<file path="config.mk">
export PLATFORM = sky130hd
export DESIGN_NAME = meter_record_serializer
export DESIGN_NICKNAME = d
export VERILOG_FILES = /design/src/rtl/core/mrs_pkg.sv /design/src/rtl/core/mrs_bcd_conv.sv /design/src/rtl/core/meter_record_serializer.sv
export SDC_FILE = /design/constraint.sdc
export NUM_CORES = 1
export LEC_CHECK = 0
export ABC_AREA = 1
export BUFFER_PORTS_ARGS = -buffer_cell sky130_fd_sc_hd__buf_2
export CAP_MARGIN = 40
export CORE_ASPECT_RATIO = 1.75
export CORE_MARGIN = 5
export CORE_UTILIZATION = 40
export CTS_CLUSTER_SIZE = 40
export DETAILED_ROUTE_END_ITERATION = 8
export MAX_ROUTING_LAYER = met4
export PLACE_DENSITY = 0.59
export SLEW_MARGIN = 20
export SYNTH_ARGS = -nofsm -noshare
export SYNTH_HDL_FRONTEND = slang
export SYNTH_HIERARCHICAL = 1
export SYNTH_SLANG_ARGS = --single-unit
export TNS_END_PERCENT = 10
</file>
<file path="constraint.sdc">
create_clock -name clk_i -period 4.2 [get_ports clk_i]
set_input_delay 0.42 -clock clk_i [delete_from_list [all_inputs] [get_ports clk_i]]
set_output_delay 0.42 -clock clk_i [all_outputs]
set_load 0.005 [all_outputs]
</file>
<file path="src/rtl/core/mrs_pkg.sv">
// package for the meter record serializer: constants, control word types
// and the microcode table of the sequencer; no dependencies
`default_nettype none

package mrs_pkg;

  localparam int VolumeDigits = 8;
  localparam int VolBits      = 32;
  localparam int BcdW         = 4 * VolumeDigits;
  localparam int BcdBytes     = (VolumeDigits + 1) / 2;
  localparam int BcdPadW      = 8 * BcdBytes;
  localparam int CntW         = $clog2(VolBits);
  localparam int StepW        = 4;
  localparam int CfgIdxW      = 1;
  localparam int SupW         = 14;

  localparam logic [7:0] DifVolume   = 8'(8'h08 + BcdBytes);
  localparam logic [7:0] VifVolume   = 8'h13;
  localparam logic [7:0] DifInt16    = 8'h02;
  localparam logic [7:0] VifTemp     = 8'h66;
  localparam logic [7:0] VifExt      = 8'hFD;
  localparam logic [7:0] VifeMv      = 8'h46;
  localparam logic [SupW-1:0] FloorReset   = 14'd2500;
  localparam logic [SupW-1:0] CeilingReset = 14'd5600;

  localparam logic [CfgIdxW-1:0] CFG_FLOOR   = 1'd0;
  localparam logic [CfgIdxW-1:0] CFG_CEILING = 1'd1;

  localparam logic [StepW-1:0] S_WAIT     = 4'd0;
  localparam logic [StepW-1:0] S_CONV     = 4'd1;
  localparam logic [StepW-1:0] S_VOL_DIF  = 4'd2;
  localparam logic [StepW-1:0] S_VOL_VIF  = 4'd3;
  localparam logic [StepW-1:0] S_VOL_BCD  = 4'd4;
  localparam logic [StepW-1:0] S_TMP_DIF  = 4'd5;
  localparam logic [StepW-1:0] S_TMP_VIF  = 4'd6;
  localparam logic [StepW-1:0] S_TMP_LO   = 4'd7;
  localparam logic [StepW-1:0] S_TMP_HI   = 4'd8;
  localparam logic [StepW-1:0] S_SUP_DIF  = 4'd9;
  localparam logic [StepW-1:0] S_SUP_VIF  = 4'd10;
  localparam logic [StepW-1:0] S_SUP_VIFE = 4'd11;
  localparam logic [StepW-1:0] S_SUP_LO   = 4'd12;
  localparam logic [StepW-1:0] S_SUP_HI   = 4'd13;

  typedef enum logic [1:0] {
    OP_WAIT,
    OP_CONV,
    OP_EMIT
  } op_e;

  typedef enum logic [2:0] {
    SRC_CONST,
    SRC_BCD,
    SRC_TMP_LO,
    SRC_TMP_HI,
    SRC_SUP_LO,
    SRC_SUP_HI
  } src_e;

  typedef enum logic [1:0] {
    LIM_NONE,
    LIM_BITS,
    LIM_BYTES
  } lim_e;

  typedef enum logic [1:0] {
    LAST_NO,
    LAST_YES,
    LAST_IF_EXCL
  } last_e;

  typedef struct packed {
    op_e              op;
    src_e             src;
    logic [7:0]       konst;
    lim_e             lim;
    last_e            last;
    logic [StepW-1:0] tgt;
  } ctrl_t;

  typedef struct packed {
    logic load;
    logic shift;
  } conv_ctl_t;

  function automatic ctrl_t mrs_ucode(input logic [StepW-1:0] step);
    ctrl_t cw;
    cw = '{op: OP_WAIT, src: SRC_CONST, konst: 8'h00, lim: LIM_NONE,
           last: LAST_NO, tgt: S_WAIT};
    case (step)
      S_WAIT: begin
        cw.op = OP_WAIT;
      end
      S_CONV: begin
        cw.op  = OP_CONV;
        cw.lim = LIM_BITS;
      end
      S_VOL_DIF: begin
        cw.op    = OP_EMIT;
        cw.konst = DifVolume;
      end
      S_VOL_VIF: begin
        cw.op    = OP_EMIT;
        cw.konst = VifVolume;
      end
      S_VOL_BCD: begin
        cw.op  = OP_EMIT;
        cw.src = SRC_BCD;
        cw.lim = LIM_BYTES;
      end
      S_TMP_DIF: begin
        cw.op    = OP_EMIT;
        cw.konst = DifInt16;
      end
      S_TMP_VIF: begin
        cw.op    = OP_EMIT;
        cw.konst = VifTemp;
      end
      S_TMP_LO: begin
        cw.op  = OP_EMIT;
        cw.src = SRC_TMP_LO;
      end
      S_TMP_HI: begin
        cw.op   = OP_EMIT;
        cw.src  = SRC_TMP_HI;
        cw.last = LAST_IF_EXCL;
      end
      S_SUP_DIF: begin
        cw.op    = OP_EMIT;
        cw.konst = DifInt16;
      end
      S_SUP_VIF: begin
        cw.op    = OP_EMIT;
        cw.konst = VifExt;
      end
      S_SUP_VIFE: begin
        cw.op    = OP_EMIT;
        cw.konst = VifeMv;
      end
      S_SUP_LO: begin
        cw.op  = OP_EMIT;
        cw.src = SRC_SUP_LO;
      end
      S_SUP_HI: begin
        cw.op   = OP_EMIT;
        cw.src  = SRC_SUP_HI;
        cw.last = LAST_YES;
      end
      default: begin
        cw.op = OP_WAIT;
      end
    endcase
    return cw;
  endfunction

endpackage

`default_nettype wire

</file>
<file path="src/rtl/core/mrs_bcd_conv.sv">
// shift-and-add-3 binary to bcd converter, one input bit per cycle while ctl_i.shift is set
// depends on mrs_pkg
`default_nettype none

module mrs_bcd_conv import mrs_pkg::*; (
  input  wire logic                 clk_i,
  input  wire conv_ctl_t            ctl_i,
  input  wire logic [VolBits-1:0]   bin_i,
  output logic      [BcdW-1:0]      bcd_o
);

  logic [VolBits-1:0] bin_q, bin_d;
  logic [BcdW-1:0]    bcd_q, bcd_d;
  logic [BcdW-1:0]    adj;

  always_comb begin
    for (int d = 0; d < VolumeDigits; d++) begin
      if (bcd_q[4*d +: 4] >= 4'd5) begin
        adj[4*d +: 4] = 4'(bcd_q[4*d +: 4] + 4'd3);
      end else begin
        adj[4*d +: 4] = bcd_q[4*d +: 4];
      end
    end
    bin_d = bin_q;
    bcd_d = bcd_q;
    if (ctl_i.load) begin
      bin_d = bin_i;
      bcd_d = '0;
    end else if (ctl_i.shift) begin
      bin_d = {bin_q[VolBits-2:0], 1'b0};
      bcd_d = {adj[BcdW-2:0], bin_q[VolBits-1]};
    end
  end

  always_ff @(posedge clk_i) begin
    bin_q <= bin_d;
    bcd_q <= bcd_d;
  end

  assign bcd_o = bcd_q;

endmodule

`default_nettype wire

</file>
<file path="src/rtl/core/meter_record_serializer.sv">
// top level of the meter record serializer: microcoded sequencer,
// held reading, limit registers and output register
// depends on mrs_pkg and mrs_bcd_conv
//
//   channel  direction  handshake               payload
//   cfg      in         cfg_we_i                cfg_idx_i, cfg_wdata_i
//   in       in         in_valid_i / in_stall_o volume, temperature, supply
//   out      out        out_valid_o / out_stall_i record_byte_o, last_byte_o
//
// one reading is accepted, converted to bcd bit-serially and then sent
// at one byte per cycle while the output is not stalled: 10 bytes without
// the supply record, 15 with it
// the output register holds one byte; a stall on it pauses the sequencer
// reset clears the sequencer and loads the default supply limits
`default_nettype none

module meter_record_serializer import mrs_pkg::*; (
  input  wire logic                 clk_i,
  input  wire logic                 rst_ni,
  input  wire logic                 cfg_we_i,
  input  wire logic [CfgIdxW-1:0]   cfg_idx_i,
  input  wire logic [SupW-1:0]      cfg_wdata_i,
  input  wire logic                 in_valid_i,
  output logic                      in_stall_o,
  input  wire logic [VolBits-1:0]   volume_litres_i,
  input  wire logic signed [15:0]   temperature_tenths_i,
  input  wire logic [SupW-1:0]      supply_millivolts_i,
  output logic                      out_valid_o,
  input  wire logic                 out_stall_i,
  output logic [7:0]                record_byte_o,
  output logic                      last_byte_o
);

  logic [SupW-1:0]  floor_q, ceil_q;
  logic [StepW-1:0] step_q, step_d;
  logic [CntW-1:0]  cnt_q, cnt_d;
  logic [15:0]      tmp_q;
  logic [SupW-1:0]  sup_q;
  logic             incl_q;
  logic             out_valid_q, out_valid_d;
  logic [7:0]       out_byte_q, out_byte_d;
  logic             out_last_q, out_last_d;

  ctrl_t            cw;
  conv_ctl_t        conv_ctl;
  logic [BcdW-1:0]  bcd;
  logic [BcdPadW-1:0] bcd_pad;
  logic [7:0]       bcd_byte;
  logic [7:0]       sel_byte;
  logic             in_xfer, out_free, emit, lim_hit, is_last, step_done;

  assign cw         = mrs_ucode(step_q);
  assign in_stall_o = (cw.op != OP_WAIT);
  assign in_xfer    = in_valid_i && !in_stall_o;
  assign out_free   = !out_valid_q || !out_stall_i;
  assign emit       = (cw.op == OP_EMIT) && out_free;

  assign conv_ctl.load  = in_xfer;
  assign conv_ctl.shift = (cw.op == OP_CONV);

  mrs_bcd_conv u_conv (
    .clk_i (clk_i),
    .ctl_i (conv_ctl),
    .bin_i (volume_litres_i),
    .bcd_o (bcd)
  );

  // config writes
  always_ff @(posedge clk_i or negedge rst_ni) begin
    if (!rst_ni) begin
      floor_q <= FloorReset;
      ceil_q  <= CeilingReset;
    end else if (cfg_we_i) begin
      case (cfg_idx_i)
        CFG_FLOOR:   floor_q <= cfg_wdata_i;
        CFG_CEILING: ceil_q  <= cfg_wdata_i;
        default: begin
        end
      endcase
    end
  end

  // held reading
  always_ff @(posedge clk_i) begin
    if (in_xfer) begin
      tmp_q  <= $unsigned(temperature_tenths_i);
      sup_q  <= supply_millivolts_i;
      incl_q <= (supply_millivolts_i > floor_q) && (supply_millivolts_i < ceil_q);
    end
  end

  assign bcd_pad = BcdPadW'(bcd);

  always_comb begin
    bcd_byte = '0;
    for (int i = 0; i < BcdBytes; i++) begin
      if (cnt_q == CntW'(i)) begin
        bcd_byte = bcd_pad[8*i +: 8];
      end
    end
  end

  always_comb begin
    case (cw.src)
      SRC_CONST:  sel_byte = cw.konst;
      SRC_BCD:    sel_byte = bcd_byte;
      SRC_TMP_LO: sel_byte = tmp_q[7:0];
      SRC_TMP_HI: sel_byte = tmp_q[15:8];
      SRC_SUP_LO: sel_byte = sup_q[7:0];
      SRC_SUP_HI: sel_byte = 8'({2'b00, sup_q[SupW-1:8]});
      default:    sel_byte = cw.konst;
    endcase
  end

  always_comb begin
    case (cw.lim)
      LIM_BITS:  lim_hit = (cnt_q == CntW'(VolBits - 1));
      LIM_BYTES: lim_hit = (cnt_q == CntW'(BcdBytes - 1));
      default:   lim_hit = 1'b1;
    endcase
    case (cw.last)
      LAST_YES:     is_last = 1'b1;
      LAST_IF_EXCL: is_last = !incl_q;
      default:      is_last = 1'b0;
    endcase
    case (cw.op)
      OP_WAIT: step_done = in_xfer;
      OP_CONV: step_done = 1'b1;
      OP_EMIT: step_done = emit;
      default: step_done = 1'b0;
    endcase
  end

  // step counter and loop counter
  always_comb begin
    step_d = step_q;
    cnt_d  = cnt_q;
    if (step_done) begin
      if (!lim_hit) begin
        cnt_d = CntW'(cnt_q + 1'b1);
      end else begin
        cnt_d  = '0;
        step_d = is_last ? cw.tgt : StepW'(step_q + 1'b1);
      end
    end
  end

  // output register
  always_comb begin
    out_valid_d = out_valid_q;
    out_byte_d  = out_byte_q;
    out_last_d  = out_last_q;
    if (emit) begin
      out_valid_d = 1'b1;
      out_byte_d  = sel_byte;
      out_last_d  = is_last;
    end else if (out_valid_q && !out_stall_i) begin
      out_valid_d = 1'b0;
    end
  end

  always_ff @(posedge clk_i or negedge rst_ni) begin
    if (!rst_ni) begin
      step_q      <= S_WAIT;
      cnt_q       <= '0;
      out_valid_q <= 1'b0;
    end else begin
      step_q      <= step_d;
      cnt_q       <= cnt_d;
      out_valid_q <= out_valid_d;
    end
  end

  always_ff @(posedge clk_i) begin
    out_byte_q <= out_byte_d;
    out_last_q <= out_last_d;
  end

  assign out_valid_o   = out_valid_q;
  assign record_byte_o = out_byte_q;
  assign last_byte_o   = out_last_q;

endmodule

`default_nettype wire

</file>
# --- Yosys cells after proc, flatten, opt, wreduce, memory -nomap -nowiden ---
# Index checks and enable logic that the tools add are counted.
totals:
  output_inout_bits: 11
  register_bits: 142
  inputBits: 82
  word_cells: 107
op_classes:
  n_mux: 27
  bitwise_logic: 1
  eq_ne: 28
  magnitude_cmp: 10
  addsub: 10
  reduce_logical: 19
op_table:
  columns: ["op", "n"]
  rows:
  - ["$mux 32", 2]
  - ["$pmux 8 s6", 1]
  - ["$pmux 8 s5", 1]
  - ["$ge 4x3->1 const B", 8]
  - ["$mux 4", 8]
  - ["$mux 8", 4]
  - ["$add 4x2->4 const B", 7]
  - ["$eq 4x4->1 const B", 6]
  - ["$eq 4x3->1 const B", 4]
  - ["$pmux 3 s5", 1]
  - ["$gt 14x14->1", 1]
  - ["$lt 14x14->1", 1]
  - ["$pmux 2 s2", 3]
  - ["$reduce_or 12->1", 1]
  - ["$eq 5x2->1 const B", 2]
  - ["$eq 4x2->1 const B", 2]
  - ["$eq 2x1->1 const B", 3]
  - ["$eq 2x2->1 const B", 3]
  - ["$eq 3x2->1 const B", 2]
  - ["$eq 3x3->1 const B", 2]
  - ["$reduce_and 2->1", 3]
  - ["$reduce_bool 2->1", 3]
  - ["$add 5x1->5 const B", 1]
  - ["$eq 5x1->1 const B", 1]
  - ["17 further kinds", 25]

# --- Longest topological paths before layout ---
logic_depth:
  ltp_word: 8
  mapped_depth: 14
  ltp_nobuf: 13

# --- Cells and area by module ---
# Netlist, hierarchy kept.
modules_own_cells:
  columns: ["module", "instances", "cells_each", "seq_area_each_um2", "area_per_inst_um2"]
  rows:
  - ["meter_record_serializer", 1, 567, 2165.8, 4789.6]
  - ["mrs_bcd_conv", 1, 401, 1601.5, 3220.6]

# --- Worst setup path before layout ---
# No wires, ideal clock.
synth_timing:
  path_kind: "flip-flop to flip-flop"
  from: "register step_q[0]"
  to: "register u_conv.bin_q[0], enable pin"
  arrival_time_ns: 3.608
  setup_ns: 0.387
  path_buffers: 1
  synth_period_minus_slack_ns: 3.995
  stages_incl_launch_ff: 11
  path_slack_ns: 0.205
  required_ns: 3.813
  path_cell_list: "dfrtp_1 -> inv_1 -> ha_1 -> nor2_2 -> nor2_1 -> nor2_4 -> nand3_1 -> nor2_1 -> buf_6 -> nor2_4 -> inv_1"
synth_lines:
  columns: ["element", "line_no", "rtl"]
  rows:
  - ["start, declared", "meter_record_serializer.sv:35", "logic [StepW-1:0] step_q, step_d;"]
  - ["start signal, assigned", "meter_record_serializer.sv:168", "step_q <= step_d;"]
  - ["end signal, assigned", "mrs_bcd_conv.sv:36", "bin_q <= bin_d;"]
  - ["end, declared", "mrs_bcd_conv.sv:12", "logic [VolBits-1:0] bin_q, bin_d;"]

==> impl_metrics.csv <==
group,metric,value,unit
die,ios,93,
placed_design,pre_cts_ws,1.26,ns
die,coreArea,19700,sq um
worst_setup_path,cp.required,4.30,ns
layout,syn2layout_area_growth,15.3,%
layout,regArea,3770,sq um
routing,firstDrtPassIters,4,
routing,drt-total-wl,18.0,mm
yosys,synth_top_area_frac,0.270,
cts,cts_buffer_depth,2,
sta,finalSetupViolations,0,
sta,finalCritPeriodShare,0.700,
global_route,grt.total_usage,0.169,
cts,clock_sinks,142,
pwr,power_leakage,0.00457,uW
worst_setup_path,crit_chain,"inv_1, ha_1, nor2_2, nor2_1, nor2_4, nand3_1, nor2_4, buf_4, nor2_4, inv_1, buf_4",
global_route,grt_pass1_wl,29.5,mm
yosys,synth_edf_count,72,
cts,clkTransAtPathRegs,0.06,ns
pwr,power_density,616,nW/um^2
cts,worstSkewPairLatency,0.43,ns
sta,tightest_slew,0.799,ns
hold_path,hold_class,"primary input to flop",
layout,finish.utilization,0.468,
routing,viasPerCell,4.79,
placed_design,io_buffers,92,
sta,fin_crit,2.94,ns
global_route,antenna_found_initial,0,
yosys,synthCells,968,
die,dieArea,23100,sq um
cts,post_cts_buffers,0,
worst_setup_path,cpMostUsedCell,"nor2_4",
cts,cts_tree,"done",
yosys,seq_area_frac_synth,0.470,
yosys,netlist_area,8010,sq um
sta,finClkSkew,0.00530,ns
cts,root_buffer,"clkbuf_16",
routing,drc,0,
outcome,status,"finished, final reports clean",
yosys,ys_top_cells_by_area,"edfxtp_1 27%, nand2_1 15%, ha_1 8.9%, dfrtp_1 8.4%, dfxtp_1 8.0%",
routing,wire_per_inst,13.6,um
placed_design,routabilityCongestion,0.867,
worst_setup_path,crit_slowest_cell,"dfrtp_1",
die,initial_core_util,0.406,
global_route,grt_pass1_vias,6382,
worst_setup_path,path_class,"flop to flop",
pwr,power.total,5690,uW
layout,drive_gt1_frac,0.177,
die,row_count,68,
layout,nNetsFinal,1201,
worst_setup_path,crit_path_start_kind,"flop",
yosys,ys.flop_type,"edfxtp_1",
sta,clock.fmax,0.340,GHz
pwr,vdd_drop_max,0.312,mV
worst_setup_path,arrival,3.04,ns
yosys,ys_seq_elements,142,
global_route,grt_max_degree,42,
layout,nFillCells,1944,
yosys,avgSynthCellArea,8.27,sq um
die,die_w,117,um
yosys,yosys_warnings,6,
sta,hold_viol,0,
routing,ant_nets,0,
sta,layout_setup_ws,1.26,ns
layout,multi_input_area,3530,sq um
routing,num_vias,6320,
cts,numCtsBuffers,17,
sta,slew_headroom,0.466,
worst_setup_path,max_stage_delay,0.44,ns
yosys,synth_cell_types,38,
cts,htree_levels,4,
run,maxCapViolCount,0,
sta,setup_tns,0,ns
sta,slew_viol_final,0,
yosys,synth_nets,1107,
die,die_h,197,um
placed_design,dp_hpwl,13.9,mm
worst_setup_path,critPathMaxFanout,25,
worst_setup_path,endpoint_kind,"flop",
global_route,grt_overflow,0,
yosys,yosys.area.top_type,"edfxtp_1",
cts,post_cts_resize_count,0,
sta,rsz0062_at_grt,"no",
cts,ctsHoldBuffers,1,
routing,detail_route.iter0.violations,292,
yosys,synthArstFlopShare,0.268,
layout,diodes,0,
## cell usage in the layout, fill, tap and decap left out, drive strengths merged, types with 2 or more instances in the layout
cell type,n
nand2,324
inv,142
nand3,102
buf,99
o21ai,93
edfxtp,72
ha,57
nor2,39
dfxtp,32
dfrtp,27
clkbuf,18
a21oi,16
nand4,13
dfstp,11
clkinv,11
nand3b,4
or2,3
nor3,2
xor2,2
clkinvlp,2
o211ai,2
## registers in the layout (all words and copies together), names as in the netlist, 5 cells and up
signal         cells
u_conv/bcd_o      32
u_conv/bin_q      32
tmp_q             16
ceil_q            14
floor_q           14
sup_q             14
record_byte_o      8
cnt_q              5
## synthesized netlist by cell type, types with 2 or more instances
cell type and number:
nand2_1 317, inv_1 134, nand3_1 98, edfxtp_1 72
o21ai_0 70, ha_1 57, dfxtp_1 32, nor2_1 30
dfrtp_1 27, a21oi_1 16, o21ai_2 16, nand4_1 13
buf_2 12, dfstp_2 11, o21ai_1 7, nor2_4 6
buf_6 5, clkbuf_1 5, nand2_4 5, nand3b_1 4
inv_2 3, inv_6 3, nor2_2 3, or2_2 3
nand2_2 2, nand3_2 2, nand3_4 2, nor3_1 2
xor2_1 2
## worst max-delay path: cells and delay by family, from the launching register on
family        cells  cell delay [ns]
fa+ha+maj         1             0.28
buf+inv           4             1.14
flops             1             0.44
simple gates      6             0.72
## metal layers
layer	part of all wire	track usage	up-vias
li1	-	-	3318
met1	0.39	0.174	2882
met2	0.56	0.308	98
met3	0.032	0.0349	22
met4	0.021	0.0655	0
met5	0	-	-
## per-stage QoR
step,std cells,hold WS [ns],instance area (sq um)
finish,1320,0.168,9240
floorplan,968,0.124,8010
global placement,1285,0.438,8650
global route,1320,0.146,9240
CTS,1319,0.146,9220
detailed placement,1286,0.364,8670
## power by group
part	internal (uW)	switching [uW]
registers	2090	186
logic	615	1420
clock network	785	588
total	3490	2200
## final cells by class
cell class / count / share of cell area
Clock inverter: 14 / 0.0102
Clock buffer: 18 / 0.0488
Tap cell: 245 / 0.0332
Multi-Input combinational cell: 660 / 0.382
Sequential cell: 142 / 0.408
Timing Repair Buffer: 100 / 0.0588
Inverter: 141 / 0.0592
## worst paths after layout
kind	from	endpoint	slack, ns	depth (start not counted)
hold reg to reg	u_conv/bin_q[31]	u_conv/bcd_o[0]	0.45	2
setup / recovery	step_q[0]	u_conv/bin_q[23]	1.26	11
max in group asynchronous	rst_ni	floor_q[11]	3.22	3
hold / removal	temperature_tenths_i[8]	tmp_q[8]	0.17	1
setup reg to reg	step_q[0]	u_conv/bin_q[23]	1.26	11
min in group asynchronous	rst_ni	ceil_q[3]	0.44	2
## cell families (layout without fill, tap and decap cells)
family | count (synthesis) | after routing | share of synthesized area
adders and majority gates | 57 | 57 | 0.0890
xor gates and xnor gates | 2 | 2 | 0.00219
buffers and inverters | 166 | 273 | 0.0901
and+or+nand+nor | 488 | 488 | 0.268
AOI/OAI and AO/OA | 113 | 113 | 0.0800
DFF | 142 | 142 | 0.470
Power figures use the tool's default switching activity.
